==> config.mk <==
export PLATFORM = sky130hd
export DESIGN_NAME = ready_queue_with_cancel
export DESIGN_NICKNAME = d
export VERILOG_FILES = /design/src/rtl/rqc_pkg.sv /design/src/rtl/rqc_cell.sv /design/src/rtl/ready_queue_with_cancel.sv
export SDC_FILE = /design/constraint.sdc
export NUM_CORES = 1
export LEC_CHECK = 0
export BUFFER_PORTS_ARGS = -buffer_cell sky130_fd_sc_hd__buf_4
export CAP_MARGIN = 10
export CORE_ASPECT_RATIO = 0.75
export CORE_MARGIN = 2
export CORE_UTILIZATION = 35
export DETAILED_ROUTE_END_ITERATION = 8
export HOLD_SLACK_MARGIN = 0.05
export SLEW_MARGIN = 0
export SYNTH_ARGS = -nofsm -noshare
export SYNTH_HDL_FRONTEND = slang
export SYNTH_SLANG_ARGS = --single-unit
==> constraint.sdc <==
create_clock -name clock -period 3.93 [get_ports clock]
set_input_delay 0.786 -clock clock [delete_from_list [all_inputs] [get_ports clock]]
set_output_delay 0.786 -clock clock [all_outputs]
set_load 0.05 [all_outputs]
==> src/rtl/rqc_pkg.sv <==
`default_nettype none
// ----------------------------------------------------------------------------
// Ready queue with cancel: shared definitions
// Sizes, the operation codes and the command word broadcast to every cell.
// ----------------------------------------------------------------------------
package rqc_pkg;

   // Number of queue cells and width of one task identifier.
   localparam int DEPTH    = 16;
   localparam int ID_BITS  = 16;
   // The occupancy must be able to hold DEPTH itself.
   localparam int CNT_BITS = $clog2(DEPTH + 1);

   // Operation codes carried on the request opcode field.
   typedef enum logic [1:0] {
      OP_ADD    = 2'd0,
      OP_POP    = 2'd1,
      OP_REMOVE = 2'd2
   } opcode_type;

   // Command broadcast to all cells in the cycle a word is accepted.
   typedef struct packed {
      logic               add;
      logic               pop;
      logic               remove;
      logic [ID_BITS-1:0] key;
   } cmd_type;

endpackage

`default_nettype wire

==> src/rtl/rqc_cell.sv <==
`default_nettype none
// ----------------------------------------------------------------------------
// Ready queue cell
// Holds one identifier, compares it with the broadcast key and either keeps
// it, takes its right-hand neighbor's identifier or loads the key.
// ----------------------------------------------------------------------------
module rqc_cell (
   input  wire                          clock,
   input  wire rqc_pkg::cmd_type        cmd,
   input  wire                          live,      // cell holds a queued entry
   input  wire                          tail,      // first free cell
   input  wire                          hit_in,    // a cell nearer the head matched
   input  wire  [rqc_pkg::ID_BITS-1:0]  next_id,   // identifier of the next cell
   output logic [rqc_pkg::ID_BITS-1:0]  id_out,
   output logic                         hit_out
);

   logic [rqc_pkg::ID_BITS-1:0] id_ff;
   logic [rqc_pkg::ID_BITS-1:0] id_in;
   logic                        match;
   logic                        shift;
   logic                        load;

   // A live entry equal to the key is a match; the hit chain runs toward the tail.
   assign match   = live && (id_ff == cmd.key);
   assign hit_out = hit_in | match;

   // Pop moves every cell up; a removal moves the matching cell and all after it.
   assign shift = cmd.pop | (cmd.remove & hit_out);
   assign load  = cmd.add & tail;

   always_comb begin
      id_in = id_ff;
      if (shift) begin
         id_in = next_id;
      end else if (load) begin
         id_in = cmd.key;
      end
   end

   // The identifier needs no reset: cells beyond the occupancy are never read.
   always_ff @(posedge clock) begin
      id_ff <= id_in;
   end

   assign id_out = id_ff;

endmodule

`default_nettype wire

==> src/rtl/ready_queue_with_cancel.sv <==
`default_nettype none
// ----------------------------------------------------------------------------
// Ready queue with cancel
// First-in first-out queue of task identifiers with add, pop and remove by id.
// ----------------------------------------------------------------------------
// The block takes one request word per clock cycle for every opcode and
// returns exactly one response word for each, in the cycle after acceptance,
// from an output register. All work of a request happens in its accepting cycle
// in a row of DEPTH cells: each cell compares its identifier with the key,
// a one-bit hit chain marks the first match from the head, and the cells at
// and after it (all cells on a pop) take their neighbor's identifier. An add
// loads the cell at the occupancy. req_ready is high whenever the output
// register is empty or its word is being taken in the same cycle, so with
// rsp_ready held high the throughput is one word per cycle.
module ready_queue_with_cancel (
   input  wire         clock,
   input  wire         reset,
   input  wire         req_valid,
   output logic        req_ready,
   input  wire  [1:0]  req_opcode,
   input  wire  [15:0] req_task_id,
   output logic        rsp_valid,
   input  wire         rsp_ready,
   output logic [15:0] rsp_popped_id,
   output logic        rsp_popped_valid,
   output logic        rsp_removed_found,
   output logic [4:0]  rsp_occupancy,
   output logic        rsp_overflow
);

   localparam int DEPTH    = rqc_pkg::DEPTH;
   localparam int ID_BITS  = rqc_pkg::ID_BITS;
   localparam int CNT_BITS = rqc_pkg::CNT_BITS;

   logic                req_fire;
   rqc_pkg::cmd_type    cmd;
   logic [CNT_BITS-1:0] count_ff;
   logic [CNT_BITS-1:0] count_in;
   logic [ID_BITS-1:0]  cell_id [DEPTH];
   logic [DEPTH:0]      hit;
   logic                full;
   logic                empty;
   logic                found;

   logic                rsp_valid_ff;
   logic                rsp_valid_in;
   logic [15:0]         popped_id_ff;
   logic [15:0]         popped_id_in;
   logic                popped_valid_ff;
   logic                popped_valid_in;
   logic                removed_found_ff;
   logic                removed_found_in;
   logic                overflow_ff;
   logic                overflow_in;
   logic [CNT_BITS-1:0] occ_ff;

   // Accept a new word whenever the output register is free or draining.
   assign req_ready = !rsp_valid_ff || rsp_ready;
   assign req_fire  = req_valid && req_ready;

   assign full  = (count_ff == CNT_BITS'(DEPTH));
   assign empty = (count_ff == '0);

   // Decode the accepted word into the command for the cell row.
   always_comb begin
      cmd.add    = 1'b0;
      cmd.pop    = 1'b0;
      cmd.remove = 1'b0;
      cmd.key    = req_task_id[ID_BITS-1:0];
      if (req_fire) begin
         case (rqc_pkg::opcode_type'(req_opcode))
            rqc_pkg::OP_ADD:    cmd.add    = 1'b1;
            rqc_pkg::OP_POP:    cmd.pop    = 1'b1;
            rqc_pkg::OP_REMOVE: cmd.remove = 1'b1;
            default:            cmd.add    = 1'b0;
         endcase
      end
   end

   // The row of cells, head at index zero.
   assign hit[0] = 1'b0;

   for (genvar i = 0; i < DEPTH; i++) begin : g_cell
      logic [ID_BITS-1:0] next_id;
      if (i == DEPTH - 1) begin : g_last
         assign next_id = '0;
      end else begin : g_mid
         assign next_id = cell_id[i+1];
      end

      rqc_cell u_cell (
         .clock   (clock),
         .cmd     (cmd),
         .live    (count_ff > CNT_BITS'(i)),
         .tail    (count_ff == CNT_BITS'(i)),
         .hit_in  (hit[i]),
         .next_id (next_id),
         .id_out  (cell_id[i]),
         .hit_out (hit[i+1])
      );
   end

   assign found = hit[DEPTH];

   // Occupancy update.
   always_comb begin
      count_in = count_ff;
      if (cmd.add && !full) begin
         count_in = count_ff + CNT_BITS'(1);
      end else if ((cmd.pop && !empty) || (cmd.remove && found)) begin
         count_in = count_ff - CNT_BITS'(1);
      end
   end

   // Response word contents.
   always_comb begin
      popped_valid_in  = cmd.pop && !empty;
      popped_id_in     = popped_valid_in ? 16'(cell_id[0]) : 16'd0;
      removed_found_in = cmd.remove && found;
      overflow_in      = cmd.add && full;
      rsp_valid_in     = req_fire || (rsp_valid_ff && !rsp_ready);
   end

   // Control state.
   always_ff @(posedge clock) begin
      if (reset) begin
         count_ff     <= '0;
         rsp_valid_ff <= 1'b0;
      end else begin
         count_ff     <= count_in;
         rsp_valid_ff <= rsp_valid_in;
      end
   end

   // Output payload, loaded only when a word is accepted.
   always_ff @(posedge clock) begin
      if (req_fire) begin
         popped_id_ff     <= popped_id_in;
         popped_valid_ff  <= popped_valid_in;
         removed_found_ff <= removed_found_in;
         overflow_ff      <= overflow_in;
      end
   end

   // The occupancy after the accepted word, held for the response.
   always_ff @(posedge clock) begin
      if (req_fire) begin
         occ_ff <= count_in;
      end
   end

   assign rsp_valid         = rsp_valid_ff;
   assign rsp_popped_id     = popped_id_ff;
   assign rsp_popped_valid  = popped_valid_ff;
   assign rsp_removed_found = removed_found_ff;
   assign rsp_occupancy     = 5'(occ_ff);
   assign rsp_overflow      = overflow_ff;

   // Assertions.
   a_count_bound: assert property (@(posedge clock) disable iff (reset)
      count_ff <= CNT_BITS'(DEPTH))
      else $error("queue occupancy exceeds depth");

   a_pop_returns: assert property (@(posedge clock) disable iff (reset)
      (cmd.pop && !empty) |=> (rsp_popped_valid && count_ff == $past(count_ff) - CNT_BITS'(1)))
      else $error("pop on a non-empty queue did not return an entry");

   a_remove_shrinks: assert property (@(posedge clock) disable iff (reset)
      (cmd.remove && found) |=> (rsp_removed_found
                                 && count_ff == $past(count_ff) - CNT_BITS'(1)))
      else $error("successful remove did not shrink the queue");

   a_flags_exclusive: assert property (@(posedge clock) disable iff (reset)
      rsp_valid |-> $countones({rsp_popped_valid, rsp_removed_found, rsp_overflow}) <= 1)
      else $error("more than one outcome flag set in a response");

endmodule

`default_nettype wire
# == Word-level counts from Yosys, hierarchy flattened ==
# Index checks and enable logic that the tools add are counted.
# word_totals
elab_cells,220
ff_bits,286
inputBits,22
output_inout_bits,26
# op_classes
bitwise,63
magnitude_cmp,16
eq_ne,34
n_mux,36
addsub,2
reduce_logical,46
# ops
cell,n
$mux W16,30
$eq A16 B16 Y1,16
$eq A5 B4 Y1 const B,8
$gt A5 B4 Y1 const B,8
$and A1 B1 Y1,32
$or A1 B1 Y1,31
$reduce_bool A2 Y1,15
$logic_and A1 B1 Y1,22
$eq A5 B3 Y1 const B,4
$gt A5 B3 Y1 const B,4
$eq A5 B2 Y1 const B,2
$gt A5 B1 Y1 const B,2
$gt A5 B2 Y1 const B,2
$mux W5,2
$add A5 B1 Y5 const B,1
$eq A5 B1 Y1 const B,1
$eq A5 B5 Y1 const B,1
$logic_not A5 Y1,1
$sub A5 B1 Y5 const B,1
$logic_not A1 Y1,4
$logic_or A1 B1 Y1,3
$mux W1,3
$mux W3,1
$eq A2 B1 Y1 const B,1
2 further kinds,2

# == Depth between registers and ports, before layout ==
# Gate-level depths: netlist (run 1).
# depth
ltp_word,21
depth_mapped,14
mapped_depth_nobuf,10

# == By module ==
# Synthesis (run 1) repeated with hierarchy kept, for this count alone.
# unflattened
cells_unflattened,1122
hier_area_um2,16574.6
# modules_own_cells
module,n_inst,cells_each,area_each_um2,seq_area_each_um2
rqc_cell,16,60,930.9,480.5
ready_queue_with_cancel,1,162,1680.4,840.8

# == Least setup slack after synthesis (run 1) ==
# No wires, ideal clock.
# synth_timing
path_type,input port to flip-flop
from,input port req_task_id[12]
to,"register g_cell[14].u_cell.id_ff, in the netlist g_cell[14].u_cell.id_out[0] (enable)"
path_buffers,3
path_stages,10
arrival_ns,3.403
required_ns,3.519
path_slack_ns,0.116
setup_ns,0.411
path_cell_list,buf_4 > xor2_1 > or4_1 > or4_1 > and4_4 > and3b_1 > buf_6 > a21boi_4 > buf_6 > o21ai_0
# synth_between
elab_chain_cells,19
elab_cells_between_ends,47
cone_classes,eq/ne (15); bitwise (16); reduce/logical (16)
# synth_lines
item,line_no,text
from (decl),ready_queue_with_cancel.sv:21,"input wire [15:0] req_task_id,"
$eq A16 B16 Y1,rqc_cell.sv:25,assign match = live && (id_ff == cmd.key);
$logic_and A1 B1 Y1,rqc_cell.sv:25,
$or A1 B1 Y1 (13 in a row),rqc_cell.sv:26,assign hit_out = hit_in | match;
$or A1 B1 Y1 (*),rqc_cell.sv:26,
$and A1 B1 Y1 (*),rqc_cell.sv:29,assign shift = cmd.pop | (cmd.remove & hit_out);
$or A1 B1 Y1 (*),rqc_cell.sv:29,
$reduce_bool A2 Y1 (no source line) (*),-,
to (signal assigned),rqc_cell.sv:43,id_ff <= id_in;
to (decl),rqc_cell.sv:18,logic [rqc_pkg::ID_BITS-1:0] id_ff;
# Mark *: on every way between the ends. The rest lies on a longest branch, timed or not.
# A chain may end at the register's enable or synchronous reset.

# == Worst setup path in the final report (run 1) ==
# layout_timing
from,register count_ff[1]
to,"register g_cell[14].u_cell.id_ff, in the netlist g_cell[14].u_cell.id_out[14] (enable)"
# layout_between
elab_chain_cells,19
elab_cells_between_ends,49
cone_classes,order compare (15); eq/ne (1); bitwise (17); reduce/logical (16)
# layout_lines
item,line_no,text
from (decl),ready_queue_with_cancel.sv:37,logic [CNT_BITS-1:0] count_ff;
from (signal assigned),ready_queue_with_cancel.sv:130,count_ff <= count_in;
$gt A5 B1 Y1,ready_queue_with_cancel.sv:94,".live (count_ff > CNT_BITS'(i)),"
$logic_and A1 B1 Y1,rqc_cell.sv:25,
$or A1 B1 Y1 (14 in a row),rqc_cell.sv:26,
$and A1 B1 Y1,rqc_cell.sv:29,
$or A1 B1 Y1,rqc_cell.sv:29,
$reduce_bool A2 Y1 (no source line) (*),-,
# Marked as above.

==> flow_summary.json, run 1 <==
{
  "cts_buffers": 30,
  "die_h_um": 193.2,
  "start_util_pct": 35.39,
  "period_share_pct": 97.32,
  "peakVddDrop_mv": 0.3213,
  "die-area_um2": 49530,
  "syn_area_um2": 16710,
  "relSlewSlack_pct": 38.78,
  "cts_tree": "done",
  "clock_tree.root_cell": "clkbuf_16",
  "setup_tns_ns": 0,
  "drive_gt1_share_pct": 32.84,
  "track_usage_pct": 18.97,
  "min-delay-start": "reset",
  "ant_nets": 0,
  "drtIter0Drc": 1320,
  "grt_overflow": 0,
  "r2r_start": "count_ff[1]",
  "r2r_end": "g_cell[14].u_cell.id_out[14]",
  "synth_commonest_cells": "edfxtp_1, mux2_2, xnor2_1, xor2_1, nand4_1",
  "first_global_vias": 10920,
  "cp.depth": 9,
  "drt-pass1-iter-count": 8,
  "r2r_slack_ns": 0.11,
  "crit_type": "reg2reg",
  "path_clk_slew_ns": 0.06,
  "hold_path.class": "in2reg",
  "synth_cells": 1307,
  "path_cells": "o31ai_1, a2111o_1, a211oi_1, a32oi_1, o2111a_1, and3b_1, a21boi_4, o21ai_1, buf_12",
  "p_per_area_nw_per_um2": 383.1,
  "avgSynthCellArea_um2": 12.79,
  "yosysWarnings": 0,
  "yosys-top-cells-area": "edfxtp_1, mux2_2, xnor2_1",
  "wl_um": 48390,
  "synth_most_common_cell": "edfxtp_1",
  "grt_max_degree": 27,
  "crit_family": "compound AO/OA/AOI/OAI gates",
  "p_leak_uw": 0.006535,
  "hold_viol": 0,
  "rsz0062_at_grt": "false",
  "setup_violations": 0,
  "antenna_found_initial": 1,
  "yosysTopAreaCellShare_pct": 47.44,
  "fmax_ghz": 0.2615,
  "ys_seq_area_share_pct": 50.07,
  "drc_errors": 0,
  "cp_slowest_stage_delay_ns": 0.64,
  "cp_slowest_cell": "o31ai_1",
  "worstSetupStartpoint": "count_ff[1]",
  "area_growth_pct": 14.80,
  "crit_path_end_kind": "flop",
  "clk_latency_ns": 0.59,
  "hold-worst-slack_ns": 0.4413,
  "vias_per_cell": 5.476,
  "wl_per_cell_um": 23.64,
  "finalClockSkew_ns": 0.02277,
  "die_w_um": 256.3,
  "cts_setup_buffers": 0,
  "cp_data_arrival_time_ns": 4.16,
  "yosys.cell_types.count": 75,
  "crit_required_ns": 4.27,
  "whs_path_depth": 2,
  "status": "finished clean",
  "portBuffers": 47,
  "cts.repair.resized": 0,
  "htreeDepth": 1,
  "grt_pass1_wl_um": 71680,
  "critPathMaxFanout": 17,
  "hold_buffers": 0,
  "row_count": 69,
  "synth-edff-count": 264,
  "yosysTopAreaCell": "edfxtp_1",
  "syn-num-nets": 1335,
  "tightest_slew_ns": 0.9184,
  "cp-start-kind": "flop",
  "dpl.hpwl_um": 35450,
  "fin_nets": 1411,
  "synth_seq_cells": 286,
  "ios": 48,
  "critPathBufInv": 1,
  "clock_path_buffers": 3,
  "synth_ff_type": "edfxtp_1",
  "async_flop_share_pct": 0,
  "vias": 11210,
  "gp_congestion": 0.9470,
  "cts.sinks": 286,
  "core-area_um2": 47220,
  "drv_cap": 0,
  "r2r_cells": 9,
  "hold_end": "rsp_valid",
  "finalCriticalPeriod_ns": 3.825,
  "drv_slew": 0
}
[state kept, by name, summed over array words and instances (netlist names)]
name / cells
g_cell.u_cell.id_out: 256
rsp_valid: 1
rsp_overflow: 1
rsp_removed_found: 1
rsp_popped_id: 16
rsp_occupancy: 5
count_ff: 5
rsp_popped_valid: 1
[through the flow]
step	power [µW]	util [%]	setup WS [ns]	instances	cell area, µm²
5_1_grt	7572	40.62	0.04165	2046	19180
4_1_cts	7381	40.62	0.2876	2046	19180
6_report	7350	40.62	0.1053	2047	19180
3_5_place_dp	4662	38.67	-0.06179	1990	18260
2_1_floorplan	4306	-	0.1162	1307	16710
3_3_place_gp	4654	38.67	-0.02732	1990	18260
[how the worst max path moves through the flow]
stage	to	slack (ns)
CTS	g_cell[14].u_cell.id_out[0]	0.29
floorplan	g_cell[14].u_cell.id_out[0]	0.12
global route	g_cell[14].u_cell.id_out[0]	0.04
finish	g_cell[14].u_cell.id_out[14]	0.11
global placement	g_cell[14].u_cell.id_out[4]	-0.03
detailed placement	g_cell[14].u_cell.id_out[14]	-0.06
[layout by cell type, fill, tap and decap left out, types with 3 or more instances in the layout]
cell type  netlist  routed
mux2_2         210     210
mux2_4          27      27
a31oi_1          3       3
nor4_1          43      43
a221oi_1         3       3
nand3_1         36      36
clkbuf_16        0      30
clkinv_1         0       8
clkinv_2         0       8
a211oi_1         6       6
nor4b_1          6       6
buf_4           15     130
ha_1             6       6
buf_12           0      22
or2_2            3       3
and3_1           8       8
clkbuf_1        26       4
inv_1           12      12
nor2_1          19      18
o21ai_1          2      10
nand2b_1         6       6
nand4_1         56      56
edfxtp_1       264     264
nor3_1          15      15
xnor2_1        142     142
nand2_1         51      51
and4_1           3       3
or3_1            4       4
mux2_1           5       5
o21ai_0         11       3
a21o_1           3       3
a31o_2           4       4
dfxtp_1         22      22
or4_1            9       9
and2_1          20      20
xor2_1         118     118
nor2b_1          3       3
a21oi_1         24      24
[per-layer routing]
metal	vias to the layer above	track usage (%)	part of all wire (%)
li1	5001	-	-
met1	5591	29.45	48
met2	545	26.17	41
met3	72	5.045	10
met4	0	3.660	1.8
met5	-	0	0
[power breakdown]
part / leakage, µW / internal [µW] / switching [µW]
registers: 0.00262 / 3460 / 86.9
clock network: 0.000451 / 1480 / 1240
logic: 0.00346 / 455 / 620
total: 0.00653 / 5400 / 1950
[cell type report]
type,instances,area (µm²)
fillers,4443,28040
flip-flops and latches,286,8368
multi-input cells,901,7634
repair buffers,152,1416
well taps,639,799.5
clock buffers,35,779.5
clock inverters,21,140.1
inverters,12,45.04
diodes,1,2.502
[logic make-up after synthesis]
| group | synth area share [%] |
|---|---|
| xor gates and xnor gates | 13.63 |
| DFF | 50.07 |
| adders and majority gates | 0.4492 |
| muxes | 16.91 |
| buffers and inverters | 4.343 |
| and+or+nand+nor | 10.87 |
| AOI/OAI and AO/OA | 3.721 |
No activity file was read; power rests on OpenSTA's default activity.
==> run 2: changes to the inputs <==
==> constraint.sdc (replaced) <==
create_clock -name clock -period 3.7 [get_ports clock]
set_input_delay 0.74 -clock clock [delete_from_list [all_inputs] [get_ports clock]]
set_output_delay 0.74 -clock clock [all_outputs]
set_load 0.05 [all_outputs]
==> flow_summary.json, run 2 (same netlist as run 1, synthesis figures left out) <==
{
  "rsz0062_at_grt": "false",
  "relSlewSlack_pct": 45.94,
  "area_growth_pct": 15.12,
  "portBuffers": 47,
  "hold_viol": 0,
  "ant_nets": 0,
  "drc_errors": 0,
  "hold_buffers": 0,
  "first_global_vias": 10870,
  "drive_gt1_share_pct": 32.93,
  "wl_per_cell_um": 23.32,
  "clk_latency_ns": 0.59,
  "wl_um": 47760,
  "grt_overflow": 0,
  "most-common-layout-cells": "edfxtp_1, mux2_2, xnor2_1",
  "period_share_pct": 93.31,
  "final_area_um2": 19240,
  "cts.sinks": 286,
  "layout_commonest_cell": "edfxtp_1",
  "antenna_found_initial": 0,
  "largest_reg_flops": 256,
  "die-area_um2": 49530,
  "core-area_um2": 47220,
  "pre_cts_slack_ns": -0.1596,
  "row_count": 69,
  "cp_data_arrival_time_ns": 3.76,
  "finalCriticalPeriod_ns": 3.452,
  "cts_tree": "done",
  "drtIter0Drc": 1162,
  "htreeDepth": 1,
  "tightest_slew_ns": 0.8100,
  "track_usage_pct": 19.05,
  "clock_path_buffers": 3,
  "crit_path_end_kind": "flop",
  "p_leak_uw": 0.006565,
  "clock_tree.root_cell": "clkbuf_16",
  "finalClockSkew_ns": 0.02505,
  "fmax_ghz": 0.2897,
  "crit_type": "reg2reg",
  "die_h_um": 193.2,
  "peakVddDrop_mv": 0.3513,
  "cts_buffers": 29,
  "setup_tns_ns": 0,
  "start_util_pct": 35.39,
  "vias_per_cell": 5.366,
  "grt_max_degree": 27,
  "setup_violations": 0,
  "grt_pass1_wl_um": 71860,
  "dpl.hpwl_um": 34230,
  "n_antenna_cell": 0,
  "hold_path.class": "in2reg",
  "drt-pass1-iter-count": 5,
  "status": "finished clean",
  "final.setup.worst_slack_ns": 0.2476,
  "cp-start-kind": "flop",
  "drv_cap": 0,
  "p_per_area_nw_per_um2": 409.0,
  "gp_congestion": 0.9163,
  "fillCellCount": 4440,
  "critPathMaxFanout": 14,
  "path_clk_slew_ns": 0.07,
  "vias": 10990,
  "ios": 48,
  "drv_slew": 0,
  "crit_required_ns": 4.01,
  "die_w_um": 256.3,
  "place_area_um2": 18300,
  "fin_nets": 1415
}
[run 2: cell types whose count changed in the layout (fill, tap and decap cells not counted)]
cell | previous run | this run
clkbuf_1 | 4 | 9
buf_4 | 130 | 134
clkinv_1 | 8 | 4
clkinv_2 | 8 | 5
bufinv_16 | 1 | 3
clkinvlp_4 | 2 | 0
buf_12 | 22 | 23
clkbuf_16 | 30 | 29
clkinv_8 | 1 | 0
diode_2 | 1 | 0
inv_6 | 0 | 1
o21ai_1 | 10 | 9
o21ai_2 | 0 | 1
[run 2: worst paths after layout]
path,start,to,slack [ns],depth (start not counted)
setup reg to reg,count_ff[1],g_cell[12].u_cell.id_out[11],0.25,12
hold reg to reg,g_cell[15].u_cell.id_out[12],g_cell[15].u_cell.id_out[12],0.48,2
hold / removal,reset,rsp_valid,0.39,2
setup / recovery,count_ff[1],g_cell[12].u_cell.id_out[11],0.25,12
[run 2: repair_timing]
item,4_1_cts,5_1_grt
setup buffers,0,1
gates resized for setup,0,0
endpoints found under the setup margin,0,32
hold endpoints to repair,0,0
[run 2: layout make-up]
type | instances | area (µm²) | area share (%)
repair buffers | 157 | 1466 | 7.623
clock inverters | 14 | 147.6 | 0.7675
clock buffers | 39 | 773.2 | 4.020
flip-flops and latches | 286 | 8368 | 43.50
inverters | 12 | 45.04 | 0.2341
multi-input cells | 901 | 7637 | 39.70
well taps | 639 | 799.5 | 4.156
[run 2: metal layers]
metal	GRT usage [%]	vias to the layer above	part of all wire (%)
li1	-	4995	-
met1	30.39	5478	50
met2	25.66	463	39
met3	4.691	54	9.3
met4	3.530	0	1.6
met5	0	-	0
[run 2: metrics by stage]
| step | power [µW] | hold slack [ns] | util, % | cells |
|---|---|---|---|---|
| after floorplan | 4574 | 0.4586 | - | 1307 |
| after global placement | 4946 | 0.4678 | 38.74 | 1994 |
| after detailed placement | 4951 | 0.4734 | 38.74 | 1994 |
| after CTS | 7907 | 0.3704 | 40.69 | 2047 |
| after global routing | 8132 | 0.3944 | 40.74 | 2048 |
| final | 7868 | 0.3922 | 40.74 | 2048 |
[run 2: worst max-delay path: stages (launching register included)]
cell,delay (ns)
dfxtp_1,0.47
inv_1,0.10
ha_1,0.20
o21ba_2,0.31
a21boi_0,0.19
nor4_1,0.52
buf_4,0.21
a32oi_1,0.08
o2111a_1,0.19
nor3b_4,0.17
and2_1,0.23
buf_12,0.18
mux2_4,0.33
[run 2: power breakdown]
part	switching (µW)	leakage (µW)	internal, µW
registers	82.5	0.00262	3680
logic	660	0.00349	488
clock network	1290	0.000452	1670
